<file path="src/lmt_pkg.sv">
`default_nettype none
// ----------------------------------------------------------------------------
// lmt_pkg: shared types and constants for LCD mode timing with video DMA
// Line and dot timing constants, mode codes, command codes, register indexes
// and the state, configuration and result records passed between modules.
// ----------------------------------------------------------------------------
package lmt_pkg;

  // Timing
  localparam logic [8:0] DOTS_PER_LINE   = 9'd456;
  localparam logic [7:0] VISIBLE_LINES   = 8'd144;
  localparam logic [7:0] LINES_PER_FRAME = VISIBLE_LINES + 8'd10;
  localparam logic [8:0] OAM_DOTS        = 9'd80;
  localparam logic [8:0] DRAW_DOTS       = 9'd172;
  localparam logic [8:0] DRAW_END        = OAM_DOTS + DRAW_DOTS;

  // DMA
  localparam logic [4:0]  BURST_BYTES = 5'd16;
  localparam logic [15:0] SRC_MASK    = 16'hfff0;
  localparam logic [15:0] DST_MASK    = 16'h1ff0;
  localparam logic [15:0] VRAM_BASE   = 16'h8000;

  // PPU modes
  localparam logic [1:0] MODE_HBLANK = 2'd0;
  localparam logic [1:0] MODE_VBLANK = 2'd1;
  localparam logic [1:0] MODE_OAM    = 2'd2;
  localparam logic [1:0] MODE_DRAW   = 2'd3;

  // Input commands
  localparam logic [1:0] FUNC_DOT       = 2'd0;
  localparam logic [1:0] FUNC_GDMA      = 2'd1;
  localparam logic [1:0] FUNC_HDMA      = 2'd2;

  // Configuration register indexes
  localparam logic [2:0] CFG_LCD_ON        = 3'd0;
  localparam logic [2:0] CFG_LINE_COMPARE  = 3'd1;
  localparam logic [2:0] CFG_IRQ_COMPARE   = 3'd2;
  localparam logic [2:0] CFG_IRQ_HBLANK    = 3'd3;
  localparam logic [2:0] CFG_IRQ_VBLANK    = 3'd4;
  localparam logic [2:0] CFG_IRQ_OAM       = 3'd5;

  typedef struct packed {
    logic        lcd_on;
    logic [7:0]  line_compare;
    logic        irq_on_compare;
    logic        irq_on_hblank;
    logic        irq_on_vblank;
    logic        irq_on_oam;
  } lmt_cfg_t;

  typedef struct packed {
    logic [8:0]  dot_count;
    logic [7:0]  line_count;
    logic [1:0]  mode;
    logic        coincide;
    logic        dma_on;
    logic        dma_is_hblank;
    logic [11:0] dma_left;
    logic [15:0] dma_src;
    logic [15:0] dma_dst;
    logic [4:0]  burst_left;
    logic        dma_halt;
  } lmt_state_t;

  typedef struct packed {
    logic        copy_valid;
    logic [15:0] copy_source;
    logic [15:0] copy_dest;
    logic        halt_out;
    logic [7:0]  current_line;
    logic [1:0]  lcd_mode;
    logic        vblank_irq;
    logic        stat_irq;
    logic        coincident;
    logic        frame_done;
    logic        draw_row;
    logic [11:0] dma_remaining;
  } lmt_result_t;

endpackage
`default_nettype wire

</file>
<file path="src/lmt_step.sv">
`default_nettype none
// ----------------------------------------------------------------------------
// lmt_step: next-state and result logic for one transaction
// Applies a DMA start or one dot tick to the timing and DMA state, producing
// the updated state and the result record; an unused command changes no state.
// ----------------------------------------------------------------------------
module lmt_step (
  input  var lmt_pkg::lmt_state_t  state_i,
  input  var lmt_pkg::lmt_cfg_t    cfg_i,
  input  wire logic [1:0]          func_i,
  input  wire logic [1:0]          sub_step_i,
  input  wire logic                cpu_halted_i,
  input  wire logic [15:0]         dma_source_i,
  input  wire logic [15:0]         dma_dest_i,
  input  wire logic [6:0]          dma_blocks_i,
  output lmt_pkg::lmt_state_t      state_o,
  output lmt_pkg::lmt_result_t     result_o
);
  import lmt_pkg::*;

  lmt_state_t  s;
  lmt_result_t r;
  logic        even;
  logic        halted;
  logic [1:0]  old_mode;
  logic [7:0]  blocks_p1;
  logic [7:0]  line_inc;

  always_comb begin
    s         = state_i;
    r         = '0;
    even      = ~sub_step_i[0];
    halted    = cpu_halted_i | state_i.dma_halt;
    old_mode  = state_i.mode;
    blocks_p1 = {1'b0, dma_blocks_i} + 8'd1;
    line_inc  = state_i.line_count + 8'd1;

    unique case (func_i)
      FUNC_GDMA, FUNC_HDMA: begin
        // start (or restart) a transfer
        s.dma_on        = 1'b1;
        s.dma_is_hblank = (func_i == FUNC_HDMA);
        s.dma_left      = {blocks_p1, 4'd0};
        s.dma_src       = dma_source_i & SRC_MASK;
        s.dma_dst       = VRAM_BASE + (dma_dest_i & DST_MASK);
        s.burst_left    = 5'd0;
        s.dma_halt      = (func_i == FUNC_GDMA);
      end
      FUNC_DOT: begin
        // general DMA: one byte per even dot while halted
        if (even && halted && s.dma_on && !s.dma_is_hblank) begin
          r.copy_valid  = 1'b1;
          r.copy_source = s.dma_src;
          r.copy_dest   = s.dma_dst;
          s.dma_src     = s.dma_src + 16'd1;
          s.dma_dst     = s.dma_dst + 16'd1;
          if (s.dma_left != 12'd0) s.dma_left = s.dma_left - 12'd1;
          if (s.dma_left == 12'd0) begin
            s.dma_halt = 1'b0;
            s.dma_on   = 1'b0;
          end
        end

        if (!cfg_i.lcd_on) begin
          s.dot_count  = '0;
          s.line_count = '0;
          s.mode       = MODE_HBLANK;
        end else begin
          // HBlank DMA burst byte
          if (even && old_mode == MODE_HBLANK && !halted && s.burst_left != 5'd0 &&
              s.dma_on && s.dma_is_hblank) begin
            r.copy_valid  = 1'b1;
            r.copy_source = s.dma_src;
            r.copy_dest   = s.dma_dst;
            s.dma_src     = s.dma_src + 16'd1;
            s.dma_dst     = s.dma_dst + 16'd1;
            if (s.dma_left != 12'd0) s.dma_left = s.dma_left - 12'd1;
            s.burst_left  = s.burst_left - 5'd1;
            if (s.dma_left == 12'd0) begin
              s.dma_on     = 1'b0;
              s.burst_left = 5'd0;
            end
          end

          // dot and line counters
          s.dot_count = s.dot_count + 9'd1;
          if (s.dot_count >= DOTS_PER_LINE) begin
            s.line_count = (line_inc >= LINES_PER_FRAME) ? 8'd0 : line_inc;
            s.coincide   = (s.line_count == cfg_i.line_compare);
            if (s.coincide && cfg_i.irq_on_compare) r.stat_irq = 1'b1;
            s.dot_count  = '0;
          end

          // mode selection and entry events
          if (s.line_count >= VISIBLE_LINES) begin
            if (old_mode != MODE_VBLANK) begin
              s.mode       = MODE_VBLANK;
              r.vblank_irq = 1'b1;
              if (cfg_i.irq_on_vblank) r.stat_irq = 1'b1;
              r.frame_done = 1'b1;
            end
          end else if (s.dot_count < OAM_DOTS) begin
            if (old_mode != MODE_OAM) begin
              s.mode = MODE_OAM;
              if (cfg_i.irq_on_oam) r.stat_irq = 1'b1;
            end
          end else if (s.dot_count <= DRAW_END) begin
            s.mode = MODE_DRAW;
          end else if (old_mode != MODE_HBLANK) begin
            s.mode = MODE_HBLANK;
            if (cfg_i.irq_on_hblank) r.stat_irq = 1'b1;
            if (s.dma_on && s.dma_is_hblank && s.dma_left != 12'd0)
              s.burst_left = (s.dma_left < 12'd16) ? s.dma_left[4:0] : BURST_BYTES;
            r.draw_row = 1'b1;
          end
        end
      end
      default: begin
        // unused command: state unchanged
      end
    endcase

    r.halt_out      = s.dma_halt;
    r.current_line  = s.line_count;
    r.lcd_mode      = s.mode;
    r.coincident    = s.coincide;
    r.dma_remaining = s.dma_on ? s.dma_left : 12'd0;
  end

  assign state_o  = s;
  assign result_o = r;

endmodule
`default_nettype wire

</file>
<file path="src/lcd_mode_timing_with_dma_unit.sv">
`default_nettype none
// An accepted transaction's result is registered and reaches out_* next cycle.
// Throughput: one transaction per cycle while in_stall is low; state update
// and result record are computed in one pass, stored at the accepting edge.
// in_stall rises only while a result waits and out_stall is high.
// Reset (synchronous, rst_n low): all timing, DMA and configuration state is 0.
// ----------------------------------------------------------------------------
// lcd_mode_timing_with_dma_unit: LCD mode timing with video-memory DMA
// Counts dots and lines, tracks PPU mode, raises interrupts and steps general
// and HBlank DMA transfers, one result per input transaction.
// ----------------------------------------------------------------------------
module lcd_mode_timing_with_dma_unit (
  input  wire logic        clk,
  input  wire logic        rst_n,
  // configuration write channel
  input  wire logic        cfg_valid,
  output logic             cfg_ready,
  input  wire logic [2:0]  cfg_index,
  input  wire logic [7:0]  cfg_data,
  // input channel
  input  wire logic        in_valid,
  output logic             in_stall,
  input  wire logic [1:0]  in_func,
  input  wire logic [1:0]  in_sub_step,
  input  wire logic        in_cpu_halted,
  input  wire logic [15:0] in_dma_source,
  input  wire logic [15:0] in_dma_dest,
  input  wire logic [6:0]  in_dma_blocks,
  // result channel
  output logic             out_valid,
  input  wire logic        out_stall,
  output logic             out_copy_valid,
  output logic [15:0]      out_copy_source,
  output logic [15:0]      out_copy_dest,
  output logic             out_halt_out,
  output logic [7:0]       out_current_line,
  output logic [1:0]       out_lcd_mode,
  output logic             out_vblank_irq,
  output logic             out_stat_irq,
  output logic             out_coincident,
  output logic             out_frame_done,
  output logic             out_draw_row,
  output logic [11:0]      out_dma_remaining
);
  import lmt_pkg::*;

  lmt_cfg_t    cfg_r;
  lmt_state_t  state_r;
  lmt_state_t  step_state;
  lmt_state_t  state_nxt;
  lmt_result_t result_nxt;
  lmt_result_t result_r;
  logic        out_valid_r;
  logic        in_take;
  logic        cfg_take;

  assign cfg_ready = 1'b1;
  assign cfg_take  = cfg_valid & cfg_ready;
  assign in_stall  = out_valid_r & out_stall;
  assign in_take   = in_valid & ~in_stall;

  lmt_step u_step (
    .state_i      (state_r),
    .cfg_i        (cfg_r),
    .func_i       (in_func),
    .sub_step_i   (in_sub_step),
    .cpu_halted_i (in_cpu_halted),
    .dma_source_i (in_dma_source),
    .dma_dest_i   (in_dma_dest),
    .dma_blocks_i (in_dma_blocks),
    .state_o      (step_state),
    .result_o     (result_nxt)
  );

  // next timing/DMA state; a compare write recomputes the coincidence flag
  always_comb begin
    state_nxt = in_take ? step_state : state_r;
    if (cfg_take && cfg_index == CFG_LINE_COMPARE) begin
      state_nxt.coincide = (state_r.line_count == cfg_data);
    end
  end

  // configuration registers and timing/DMA state
  always_ff @(posedge clk) begin
    if (!rst_n) begin
      cfg_r   <= '0;
      state_r <= '0;
    end else begin
      state_r <= state_nxt;
      if (cfg_take) begin
        unique case (cfg_index)
          CFG_LCD_ON:       cfg_r.lcd_on         <= cfg_data[0];
          CFG_LINE_COMPARE: cfg_r.line_compare   <= cfg_data;
          CFG_IRQ_COMPARE:  cfg_r.irq_on_compare <= cfg_data[0];
          CFG_IRQ_HBLANK:   cfg_r.irq_on_hblank  <= cfg_data[0];
          CFG_IRQ_VBLANK:   cfg_r.irq_on_vblank  <= cfg_data[0];
          CFG_IRQ_OAM:      cfg_r.irq_on_oam     <= cfg_data[0];
          default: begin
          end
        endcase
      end
    end
  end

  // result register control
  always_ff @(posedge clk) begin
    if (!rst_n) begin
      out_valid_r <= 1'b0;
    end else if (in_take) begin
      out_valid_r <= 1'b1;
    end else if (!out_stall) begin
      out_valid_r <= 1'b0;
    end
  end

  // result payload
  always_ff @(posedge clk) begin
    if (in_take) begin
      result_r <= result_nxt;
    end
  end

  assign out_valid         = out_valid_r;
  assign out_copy_valid    = result_r.copy_valid;
  assign out_copy_source   = result_r.copy_source;
  assign out_copy_dest     = result_r.copy_dest;
  assign out_halt_out      = result_r.halt_out;
  assign out_current_line  = result_r.current_line;
  assign out_lcd_mode      = result_r.lcd_mode;
  assign out_vblank_irq    = result_r.vblank_irq;
  assign out_stat_irq      = result_r.stat_irq;
  assign out_coincident    = result_r.coincident;
  assign out_frame_done    = result_r.frame_done;
  assign out_draw_row      = result_r.draw_row;
  assign out_dma_remaining = result_r.dma_remaining;

endmodule
`default_nettype wire

</file>
<file path="config.mk">
export PLATFORM = sky130hd
export DESIGN_NAME = lcd_mode_timing_with_dma_unit
export DESIGN_NICKNAME = d
export VERILOG_FILES = /design/src/lmt_pkg.sv /design/src/lmt_step.sv /design/src/lcd_mode_timing_with_dma_unit.sv
export SDC_FILE = /design/constraint.sdc
export NUM_CORES = 1
export LEC_CHECK = 0
export BUFFER_PORTS_ARGS = -buffer_cell sky130_fd_sc_hd__buf_2
export CAP_MARGIN = 20
export CORE_MARGIN = 10
export CORE_UTILIZATION = 60
export DETAILED_ROUTE_END_ITERATION = 10
export PLACE_DENSITY = 0.82
export SYNTH_ARGS = -nofsm -noshare
export SYNTH_HDL_FRONTEND = slang
export SYNTH_HIERARCHICAL = 1
export SYNTH_SLANG_ARGS = --single-unit
</file>
<file path="constraint.sdc">
create_clock -name clk -period 4.5 [get_ports clk]
set_input_delay 0.45 -clock clk [delete_from_list [all_inputs] [get_ports clk]]
set_output_delay 0.45 -clock clk [all_outputs]
set_load 0.01 [all_outputs]
</file>
# After elaboration in Yosys (flattened, before gate mapping)
# Cells that the tools add are included.
classes:
  add_sub_neg: 11
  magnitude_cmp: 6
  eq_ne: 13
  mux: 66
  bitwise_logic: 7
  reduce_logical: 40
op_table:
  columns: ["op", "n"]
  rows:
  - ["$mux W49", 4]
  - ["$pmux W50 S2", 1]
  - ["$mux W33", 3]
  - ["$mux W44", 2]
  - ["$mux W12", 7]
  - ["$add A16 B1 Y16 const B", 4]
  - ["$mux W53", 1]
  - ["$mux W17", 3]
  - ["$reduce_bool A12 Y1", 3]
  - ["$mux W5", 7]
  - ["$mux W1", 26]
  - ["$logic_not A12 Y1", 2]
  - ["$sub A12 B1 Y12 const B", 2]
  - ["$reduce_and A2 Y1", 10]
  - ["$mux W19", 1]
  - ["$add A16 B13 Y16 const A", 1]
  - ["$eq A8 B8 Y1", 2]
  - ["$ge A8 B8 Y1 const B", 2]
  - ["$mux W2", 8]
  - ["$logic_and A1 B1 Y1", 12]
  - ["$lt A12 B5 Y1 const B", 1]
  - ["$mux W11", 1]
  - ["$add A9 B1 Y9 const B", 1]
  - ["$ge A9 B9 Y1 const B", 1]
  - ["other kinds (25)", 38]
word_totals:
  register_bits: 147
  input_bits: 60
  out_inout_bits: 64

# Depth between registers and ports, before layout
# Gate-level depths: netlist of the first run.
depth:
  depth_word: 31
  mapped_depth: 20
  mapped_depth_nobuf: 17

# By module
# The synthesis of the first run kept the hierarchy.
modules_own_cells:
  columns: ["module", "instances", "cells_per_inst", "area_each_um2", "seq_area_each_um2"]
  rows:
  - ["lmt_step", 1, 897, 5459.0, 0.0]
  - ["lcd_mode_timing_with_dma_unit", 1, 449, 5212.5, 3553.4]

# Worst setup path after synthesis of the first run
# Ideal clock, no wire load.
synth_path:
  path_kind: "register to register"
  startpoint: "register state_r[39] (netlist bit)"
  endpoint: "register result_r, in the netlist out_dma_remaining[4], data pin"
  setup_ps: 273
  t_arrival_ps: 3611
  slack_ps: 617
  path_stages_with_launch: 19
  n_path_buf: 3
  synth_period_minus_slack_ps: 3883
  path_cell_list: "dfxtp_1 -> clkbuf_1 -> inv_1 -> ha_1 -> or3b_2 -> nor3_2 -> nor2_1 -> nand2_1 -> o21ai_0 -> ha_1 -> and2_1 -> buf_4 -> nor4_1 -> a21oi_1 -> o41a_1 -> nor3_2 -> o31a_2 -> buf_6 -> a211oi_2"
synth_between:
  elab_chain_cells: 18
  elab_cells_between_ends: 31
  cone_classes: "add/sub (2); mux (23); reduce/logical (6)"
synth_lines:
  columns: ["element", "line", "text"]
  rows:
  - ["start: declaration", "lcd_mode_timing_with_dma_unit.sv:48", "lmt_state_t state_r;"]
  - ["start signal: assignment", "lcd_mode_timing_with_dma_unit.sv:89", "state_r <= state_nxt;"]
  - ["$sub A12 B1 Y12 / $reduce_bool A12 Y1 (equally long branches)", "lmt_step.sv:57", "if (s.dma_left != 12'd0) s.dma_left = s.dma_left - 12'd1;"]
  - ["$mux W12", "lmt_step.sv:57", null]
  - ["$mux W12", "lmt_step.sv:51", "if (even && halted && s.dma_on && !s.dma_is_hblank) begin"]
  - ["$mux W12", "lmt_step.sv:38", "unique case (func_i)"]
  - ["$mux W44", "lmt_step.sv:51", null]
  - ["$mux W44", "lmt_step.sv:38", null]
  - ["$sub A12 B1 Y12 / $reduce_bool A12 Y1 (equally long branches)", "lmt_step.sv:77", "if (s.dma_left != 12'd0) s.dma_left = s.dma_left - 12'd1;"]
  - ["$mux W12", "lmt_step.sv:77", null]
  - ["[... 2 more ...]", null, null]
  - ["$mux W12", "lmt_step.sv:38", null]
  - ["$logic_not A12 Y1", "lmt_step.sv:79", "if (s.dma_left == 12'd0) begin"]
  - ["$mux W1", "lmt_step.sv:79", null]
  - ["$mux W1", "lmt_step.sv:70", "if (even && old_mode == MODE_HBLANK && !halted && s.burst_left != 5'd0 &&"]
  - ["$mux W1", "lmt_step.sv:64", "if (!cfg_i.lcd_on) begin"]
  - ["$mux W1", "lmt_step.sv:38", null]
  - ["$mux W2", "lmt_step.sv:64", null]
  - ["$pmux W1 S2", "lmt_step.sv:38", null]
  - ["end signal: assignment", "lcd_mode_timing_with_dma_unit.sv:119", "result_r <= result_nxt;"]
  - ["end: declaration", "lcd_mode_timing_with_dma_unit.sv:52", "lmt_result_t result_r;"]
# Parallel ways exist; a longest one is shown, timed or not. The select of a mux whose other input is x is not followed.
# A chain may end at the register's enable or synchronous reset.

# Final worst setup path of the first run
layout_path:
  startpoint: "register state_r[39] (netlist bit)"
  endpoint: "register result_r, in the netlist out_dma_remaining[1], data pin"
# The elaborated chain is that of the path after synthesis.

==> results.json, run 1 <==
{
  "ys_seq_area_frac": 0.333,
  "critPathLaunch": "state_r[39]",
  "initial_core_util": 0.615,
  "clkLatencyLatePin_ns": 0.44,
  "placedInstanceArea_um2": 11200,
  "slew_violations": 0,
  "clock-sinks": 147,
  "dpl.hpwl_um": 20300,
  "relSlewSlack": 0.410,
  "wire_per_inst_um": 18.7,
  "clk_pin_slew_ns": 0.06,
  "syn_area_per_cell_um2": 7.93,
  "grt_max_degree": 115,
  "synth-seq-cells": 147,
  "hold_buffers": 0,
  "hold_depth": 2,
  "synth_cells": 1346,
  "fin_skew_ns": 0.0104,
  "die_y_um": 153,
  "cts_setup_buffers": 0,
  "first_global_vias": 9704,
  "r2r_end": "out_dma_remaining[1]",
  "maxCapViolations": 0,
  "ys.flop_type": "dfxtp_1",
  "drc_errors": 0,
  "yosysWarnings": 6,
  "outcome": "finished, final reports clean",
  "track_usage": 0.248,
  "setup_violations": 0,
  "cts.root.buffer_cell": "clkbuf_16",
  "routed_wirelength_um": 30900,
  "final_area_um2": 11900,
  "drive_gt1_frac": 0.152,
  "coreArea_um2": 17400,
  "hp-start": "in_valid",
  "final_hold_viol_count": 0,
  "synth_cell_type_count": 96,
  "power.density_nw_per_um2": 299,
  "hold_class": "in -> reg",
  "first_pass_iters": 6,
  "routabilityCongestion": 1.00,
  "nets": 1487,
  "synth_edf_count": 61,
  "antenna_cells": 0,
  "die_area_um2": 23500,
  "p_leak_nw": 4.32,
  "io_buffers": 110,
  "cts_buffer_depth": 2,
  "rows": 48,
  "htreeDepth": 4,
  "num_io_pins": 124,
  "cts_resized": 0,
  "crit_path_max_fanout": 9,
  "grt_overflow_total": 0,
  "cts_tree": "done",
  "numCtsBuffers": 17,
  "rsz0062_at_grt": "false",
  "final_cell_mix": "261 x nand2_1, 110 x buf_2, 94 x nor2_1",
  "antenna_found_initial": 0,
  "fin_crit_ns": 4.26,
  "synth_async_sr_flop_share": 0,
  "syn_to_final_growth_pct": 11.2,
  "ant_nets": 0,
  "ir_drop_mv": 0.283,
  "worstMarginPinSlew_ns": 0.885,
  "layout_commonest_cell": "nand2_1",
  "start_kind": "register",
  "post-route-period-util": 0.947,
  "hold_end": "out_valid",
  "reg2regPathDepth": 15,
  "vias_per_cell": 6.36,
  "worst-r2r-setup-slack_ns": 0.24,
  "cp.required_ns": 4.67,
  "vias": 10500,
  "dieWidth_um": 153,
  "critical_path_arrival_ns": 4.43,
  "finalSetupTns_ns": 0,
  "path_class": "reg -> reg",
  "synth_area_um2": 10700,
  "crit_path_end_kind": "register",
  "rr_startpoint": "state_r[39]",
  "synthesis.nets": 1423,
  "grt_pass1_wl_um": 49500,
  "hold_ws_ns": 0.273,
  "drt-initial-drc-count": 1227,
  "clock.fmax_mhz": 235
}
## state kept, by name, summed over array words and instances, names as in the netlist
| signal | count |
|---|---|
| state_r | 72 |
| out_copy_dest | 16 |
| out_copy_source | 16 |
| cfg_r | 13 |
| out_dma_remaining | 12 |
| out_current_line | 8 |
| out_lcd_mode | 2 |
| out_coincident | 1 |
| out_copy_valid | 1 |
| out_draw_row | 1 |
| out_frame_done | 1 |
| out_halt_out | 1 |
| out_stat_irq | 1 |
| out_valid | 1 |
| out_vblank_irq | 1 |
## through the flow
stage,setup WS [ns],utilization,instances,power [mW]
after detailed placement,0.432,0.648,1616,2.05
after global routing,0.0173,0.683,1648,3.66
after floorplan,0.617,-,1346,1.88
after global placement,0.512,0.648,1616,2.04
after CTS,0.402,0.683,1648,3.54
final,0.240,0.683,1648,3.54
## cell usage after synthesis (5+ instances only)
| master | n | share of area |
|---|---|---|
| nand4_1 | 16 | 0.0094 |
| o31ai_1 | 8 | 0.0056 |
| o22ai_1 | 5 | 0.0029 |
| o21a_1 | 10 | 0.0070 |
| a31oi_1 | 17 | 0.010 |
| mux2_2 | 6 | 0.0063 |
| nand3b_1 | 6 | 0.0042 |
| nor2b_1 | 16 | 0.0094 |
| o2bb2ai_1 | 5 | 0.0041 |
| dfxtp_1 | 86 | 0.16 |
| xnor2_1 | 45 | 0.037 |
| nand3_1 | 52 | 0.024 |
| a21oi_1 | 56 | 0.026 |
| mux2i_1 | 11 | 0.010 |
| o21ai_0 | 61 | 0.029 |
| nand2b_1 | 7 | 0.0041 |
| and3_1 | 9 | 0.0053 |
| edfxtp_1 | 61 | 0.17 |
| a21boi_1 | 18 | 0.013 |
| xor2_1 | 35 | 0.029 |
| clkbuf_1 | 50 | 0.018 |
| buf_4 | 16 | 0.011 |
| and2_1 | 24 | 0.014 |
| buf_1 | 6 | 0.0021 |
| nor4_1 | 14 | 0.0082 |
| a211oi_1 | 9 | 0.0063 |
| ha_1 | 17 | 0.020 |
| a22o_1 | 11 | 0.0090 |
| nand2_1 | 261 | 0.092 |
| nor3_1 | 32 | 0.015 |
| nor2_1 | 94 | 0.033 |
| nand4b_1 | 6 | 0.0049 |
| a221oi_1 | 5 | 0.0041 |
| nor3b_1 | 6 | 0.0042 |
| buf_6 | 11 | 0.012 |
| inv_1 | 37 | 0.013 |
| a22oi_1 | 19 | 0.013 |
| or3_1 | 7 | 0.0041 |
| a21boi_0 | 68 | 0.048 |
| buf_2 | 18 | 0.0084 |
| a2bb2oi_1 | 6 | 0.0049 |
## cell families after synthesis
logic type | Yosys count | synth area share
flops | 147 | 0.333
fa+ha+maj | 17 | 0.0199
buf+inv | 143 | 0.0666
compound gates | 350 | 0.227
simple gates | 590 | 0.269
xor+xnor | 80 | 0.0657
other cells | 1 | 0.000351
mux | 18 | 0.0181
## power by group
group / total, mW / internal, mW / switching, mW
combinational: 0.562 / 0.209 / 0.353
clock: 1.51 / 0.908 / 0.597
sequential: 1.48 / 1.44 / 0.0410
total: 3.54 / 2.55 / 0.992
## critical path, stage by stage (launching register included)
cell and delay [ns]:
dfxtp_1 0.33, inv_1 0.10, ha_1 0.35, or3b_2 0.53
nor3_2 0.26, nor2_1 0.11, o21ai_0 0.35, ha_1 0.32
and2_1 0.30, inv_2 0.07, or3_4 0.37, buf_4 0.18
nand2_1 0.12, nor2_1 0.05, o21ai_0 0.43, a21oi_1 0.13
## cell type report
| type | count | area (µm²) |
|---|---|---|
| inverter | 41 | 161 |
| multi-input combinational | 1056 | 6410 |
| timing repair buffer | 147 | 841 |
| fill | 1425 | 5500 |
| sequential | 147 | 3550 |
| clock inverter | 11 | 153 |
| clock buffer | 21 | 462 |
| tap | 225 | 282 |
## layer usage
metal,global-route usage,part of all wire
met5,0,0
met4,0.0945,0.031
met3,0.0567,0.098
met2,0.391,0.46
met1,0.324,0.42
## worst max path at each step
stage,to,depth (start not counted)
after floorplan,out_dma_remaining[4],18
after global placement,out_dma_remaining[9],14
after detailed placement,state_r[2],16
after CTS,state_r[2],16
after global routing,state_r[2],16
final,out_dma_remaining[1],15
No activity file was read; power rests on OpenSTA's default activity.
==> run 2, diff against run 1 <==
--- a/config.mk
+++ b/config.mk
@@ -10,7 +10,7 @@
 export CORE_MARGIN = 10
 export CORE_UTILIZATION = 60
 export DETAILED_ROUTE_END_ITERATION = 10
-export PLACE_DENSITY = 0.82
+export PLACE_DENSITY = 0.9
 export SYNTH_ARGS = -nofsm -noshare
 export SYNTH_HDL_FRONTEND = slang
 export SYNTH_HIERARCHICAL = 1
==> run 2 against run 1 <==
Worst setup slack improved by 0.30 ns. Non-clock buffer count rose by 1. Clock power fell by 6%. Clock skew rose by 0.0024 ns. Wire length rose by 0.95%. First-iteration DRC count fell by 8.1%. Critical path depth fell by 2. Fmax rose by 7.6%. Die area did not move. Via count rose by 0.82%. Register-to-register slack improved by 0.30 ns. Largest cell class unchanged. Critical endpoint is now state_r[4]. Clock-buffer cell count fell by 1.
==> results.json, run 2 (same netlist as run 1, synthesis figures left out) <==
{
  "clock.fmax_mhz": 253,
  "nets": 1488,
  "drc_errors": 0,
  "fin_cells": 1649,
  "grt_max_degree": 113,
  "die_area_um2": 23500,
  "hold_buffers": 0,
  "cts_setup_buffers": 0,
  "crit_path_end_kind": "register",
  "numPlacedInstances": 1617,
  "placedInstanceArea_um2": 11300,
  "hold_ws_ns": 0.286,
  "grt_pass1_wl_um": 50100,
  "finalWorstSetupSlack_ns": 0.540,
  "layout_commonest_cell": "nand2_1",
  "track_usage": 0.252,
  "maxCapViolations": 0,
  "drt-initial-drc-count": 1127,
  "routabilityCongestion": 1.00,
  "seq_area_um2": 3550,
  "power_frac_seq": 0.427,
  "reg2regPathDepth": 13,
  "path_cells": "ha_1, nand3_1, a21oi_1, nor2_1, o21ai_0, a21boi_0, nand3_1, or4b_1, nor2_1, nand2_1, a31oi_1, nand2_1, a21boi_0",
  "hp-start": "cfg_data[5]",
  "multi_input_area_um2": 6410,
  "final_util": 0.682,
  "num_io_pins": 124,
  "wire_per_inst_um": 18.9,
  "cts_buffer_depth": 2,
  "htreeDepth": 4,
  "io_buffers": 110,
  "antenna_found_initial": 0,
  "dieWidth_um": 153,
  "ir_drop_mv": 0.296,
  "power_mw": 3.46,
  "dpl.hpwl_um": 21300,
  "hold_depth": 3,
  "largest_reg_flops": 72,
  "slew_violations": 0,
  "path_class": "reg -> reg",
  "clkLatencyLatePin_ns": 0.43,
  "cp.required_ns": 4.86,
  "p_switching_uw": 985,
  "worstMarginPinSlew_ns": 0.866,
  "rows": 48,
  "setup_violations": 0,
  "start_kind": "register",
  "drive_gt1_frac": 0.153,
  "fin_skew_ns": 0.0128,
  "vias": 10600,
  "critical_path_arrival_ns": 4.32,
  "power.density_nw_per_um2": 292,
  "p_comb_frac": 0.162,
  "routed_wirelength_um": 31100,
  "slowest_delay_ns": 0.58,
  "numCtsBuffers": 17,
  "final_area_um2": 11800,
  "rsz0062_at_grt": "false",
  "finalSetupTns_ns": 0,
  "outcome": "finished, final reports clean",
  "p_clk_frac": 0.411,
  "vias_per_cell": 6.41,
  "hold_class": "in -> reg",
  "first_pass_iters": 8,
  "clock-sinks": 147,
  "die_y_um": 153,
  "post-route-period-util": 0.880,
  "final_cell_mix": "261 x nand2_1, 110 x buf_2, 94 x nor2_1",
  "cts.root.buffer_cell": "clkbuf_16",
  "post-place-ws_ns": 0.634,
  "slowest_stage": "or4b_1",
  "relSlewSlack": 0.423,
  "fin_crit_ns": 3.96,
  "hold_end": "cfg_r[9]",
  "first_global_vias": 9975,
  "regMostFlops": "state_r",
  "cts_resized": 0,
  "final_hold_viol_count": 0,
  "fillers": 1379,
  "syn_to_final_growth_pct": 10.9,
  "coreArea_um2": 17400,
  "p_sw_frac": 0.285,
  "grt_overflow_total": 0,
  "worst-r2r-setup-slack_ns": 0.54,
  "p_leak_nw": 4.30,
  "cts_tree": "done",
  "crit_path_max_fanout": 9,
  "r2r_end": "state_r[4]",
  "clk_pin_slew_ns": 0.06,
  "antenna_cells": 0,
  "intPower_mw": 2.47,
  "initial_core_util": 0.615,
  "ant_nets": 0,
  "rr_startpoint": "state_r[63]"
}
run 2: power by group through the flow:
| stage | sequential, mW | clock, mW | combinational, mW |
|---|---|---|---|
| finish | 1.48 | 1.42 | 0.560 |
| global route | 1.48 | 1.49 | 0.604 |
| CTS | 1.48 | 1.42 | 0.548 |
| detailed placement | 1.51 | 0 | 0.545 |
| global placement | 1.50 | 0 | 0.535 |
| floorplan | 1.50 | 0 | 0.374 |
run 2: how the worst max path moves through the flow:
stage	start	end	slack, ns	depth (start not counted)
after floorplan	state_r[39]	out_dma_remaining[4]	0.62	18
after global placement	state_r[38]	state_r[1]	0.74	16
after detailed placement	state_r[63]	state_r[4]	0.63	13
after CTS	state_r[63]	state_r[4]	0.58	13
after global routing	state_r[63]	state_r[1]	0.14	13
final	state_r[63]	state_r[4]	0.54	13
run 2: layout make-up:
cell class | count | area share
multi-input combinational | 1056 | 0.542
sequential | 147 | 0.300
timing repair buffer | 148 | 0.0717
clock buffer | 20 | 0.0378
tap | 225 | 0.0238
inverter | 41 | 0.0136
clock inverter | 12 | 0.0110
run 2: routing by layer:
metal	vias up	GRT usage	routed length (µm)
li1	4934	-	-
met1	4941	0.318	12800
met2	592	0.408	14400
met3	101	0.0564	2970
met4	0	0.107	992
met5	-	0	0
run 2: critical path: cells and delay by family (launching register included):
| family | cells | cell delay [ns] |
|---|---|---|
| AOI/OAI and AO/OA | 5 | 1.64 |
| and+or+nand+nor | 7 | 1.49 |
| DFF | 1 | 0.46 |
| adders and majority gates | 1 | 0.28 |
==> run 3, diff against run 2 <==
==> constraint.sdc (replaced) <==
create_clock -name clk -period 3.7 [get_ports clk]
set_input_delay 0.37 -clock clk [delete_from_list [all_inputs] [get_ports clk]]
set_output_delay 0.37 -clock clk [all_outputs]
set_load 0.01 [all_outputs]
==> run 3 against run 2 <==
Die area stayed put. Hold slack got worse by 0.078 ns. Via count grew 3.0%. Critical endpoint is now state_r[36]. Worst setup slack worse by 0.49 ns. Cell area increased by 4.8%. Global-route usage grew 1.1 points. Power increased by 24%. Clock skew is 0.0029 ns lower. Core utilization rose by 3.3 points. Largest cell class unchanged. Wire length grew 5.5%. Combinational power rose by 40%.
==> results.json, run 3 (same netlist as run 1, synthesis figures left out) <==
{
  "outcome": "finished, final reports clean",
  "maxCapViolations": 0,
  "largest_reg_flops": 72,
  "slew_violations": 0,
  "finalSetupTns_ns": 0,
  "hp-start": "in_valid",
  "numPlacedInstances": 1666,
  "fillers": 1300,
  "path_cells": "nor3b_4, buf_4, nand4_2, buf_4, or4b_1, a21oi_2, o211ai_1, nand2b_1, nor3b_2, nor2b_1, xnor2_1, o21ai_0, nand2_1, a21boi_0",
  "multi_input_area_um2": 6520,
  "first_global_vias": 10200,
  "path_class": "reg -> reg",
  "reg2regPathDepth": 14,
  "cp.required_ns": 4.05,
  "first_pass_iters": 6,
  "antenna_found_initial": 0,
  "critical_path_arrival_ns": 4.00,
  "clk_pin_slew_ns": 0.06,
  "grt_max_degree": 72,
  "cts_tree": "done",
  "met1_length_um": 12800,
  "fin_skew_ns": 0.00995,
  "start_kind": "register",
  "route.met2.wl_um": 15500,
  "post-place-ws_ns": -0.0136,
  "vias_per_cell": 6.39,
  "hold_end": "out_valid",
  "num_io_pins": 124,
  "power.density_nw_per_um2": 346,
  "hold_ws_ns": 0.208,
  "slowest_delay_ns": 0.53,
  "setup_violations": 0,
  "wire_per_inst_um": 19.3,
  "final_util": 0.714,
  "clkLatencyLatePin_ns": 0.43,
  "clock-sinks": 147,
  "crit_family": "simple AND/OR/NAND/NOR gates",
  "route.met3.wl_um": 3170,
  "seq_area_um2": 3550,
  "ant_nets": 0,
  "syn_to_final_growth_pct": 16.2,
  "numCtsBuffers": 17,
  "initial_core_util": 0.615,
  "dieWidth_um": 153,
  "power_mw": 4.29,
  "antenna_cells": 0,
  "crit_path_end_kind": "register",
  "path_buf_inv": 2,
  "r2r_end": "state_r[36]",
  "worstMarginPinSlew_ns": 0.841,
  "fin_crit_ns": 3.65,
  "drive_gt1_frac": 0.195,
  "fin_cells": 1704,
  "layout_commonest_cell": "nand2_1",
  "top_layer": "met4",
  "nets": 1543,
  "die_y_um": 153,
  "routed_wirelength_um": 32800,
  "worst-r2r-setup-slack_ns": 0.05,
  "rr_startpoint": "state_r[51]",
  "post-route-period-util": 0.986,
  "hold_class": "in -> reg",
  "final_cell_mix": "260 x nand2_1, 110 x buf_2, 91 x nor2_1",
  "track_usage": 0.263,
  "cts_buffer_depth": 2,
  "ir_drop_mv": 0.348,
  "die_area_um2": 23500,
  "dpl.hpwl_um": 22000,
  "placedInstanceArea_um2": 11700,
  "final_area_um2": 12400,
  "regMostFlops": "state_r",
  "htreeDepth": 4,
  "p_leak_nw": 4.58,
  "final_hold_viol_count": 0,
  "cts.root.buffer_cell": "clkbuf_16",
  "clock.fmax_mhz": 274,
  "hold_depth": 2,
  "routabilityCongestion": 0.957,
  "io_buffers": 110,
  "slowest_stage": "or4b_1",
  "vias": 10900,
  "relSlewSlack": 0.439,
  "rows": 48,
  "drt-initial-drc-count": 1346,
  "grt_overflow_total": 0,
  "cpMostUsedCell": "buf_4",
  "path_depth": 14,
  "crit_path_max_fanout": 9,
  "drc_errors": 0,
  "coreArea_um2": 17400,
  "finalWorstSetupSlack_ns": 0.0521,
  "grt_pass1_wl_um": 52000,
  "hold_buffers": 0
}
==> run 3: cell types whose count changed in the layout (fill, tap and decap cells not counted), sizes merged <==
cell      previous run  this run
clkinv               4         6
inv                 42        41
clkbuf              20        21
clkinvlp             5         3
buf                148       203
==> run 3: power by group <==
group	total [mW]	leakage (nW)	internal (mW)	switching, mW
Sequential	1.79	1.31	1.75	0.0457
Combinational	0.784	3.00	0.314	0.470
Clock	1.71	0.272	0.998	0.717
==> run 3: cell type report <==
type	count	share of cell area
clock buffers	21	0.0355
clock inverters	11	0.0104
inverters	41	0.0133
multi-input cells	1056	0.526
flip-flops and latches	147	0.287
well taps	225	0.0227
repair buffers	203	0.106
==> run 3: worst max-delay path by stage <==
stage / slack (ns) / start / endpoint
5_1_grt: -0.04 / state_r[38] / state_r[3]
3_5_place_dp: -0.01 / state_r[38] / state_r[2]
4_1_cts: 0.03 / state_r[51] / state_r[36]
2_1_floorplan: 0.02 / state_r[39] / out_dma_remaining[4]
3_3_place_gp: 0.09 / state_r[38] / state_r[2]
6_report: 0.05 / state_r[51] / state_r[36]
==> run 3: repair_timing <==
item / in CTS / in global routing
endpoints found under the setup margin: 4 / 29
pin swaps: 0 / 8
gates resized for setup: 3 / 22
setup buffers: 0 / 5
==> run 3: metal layers <==
| layer | vias to the layer above | global-route usage |
|---|---|---|
| li1 | 5029 | - |
| met1 | 5081 | 0.324 |
| met2 | 650 | 0.437 |
| met3 | 121 | 0.0474 |
| met4 | 0 | 0.125 |
| met5 | - | 0 |
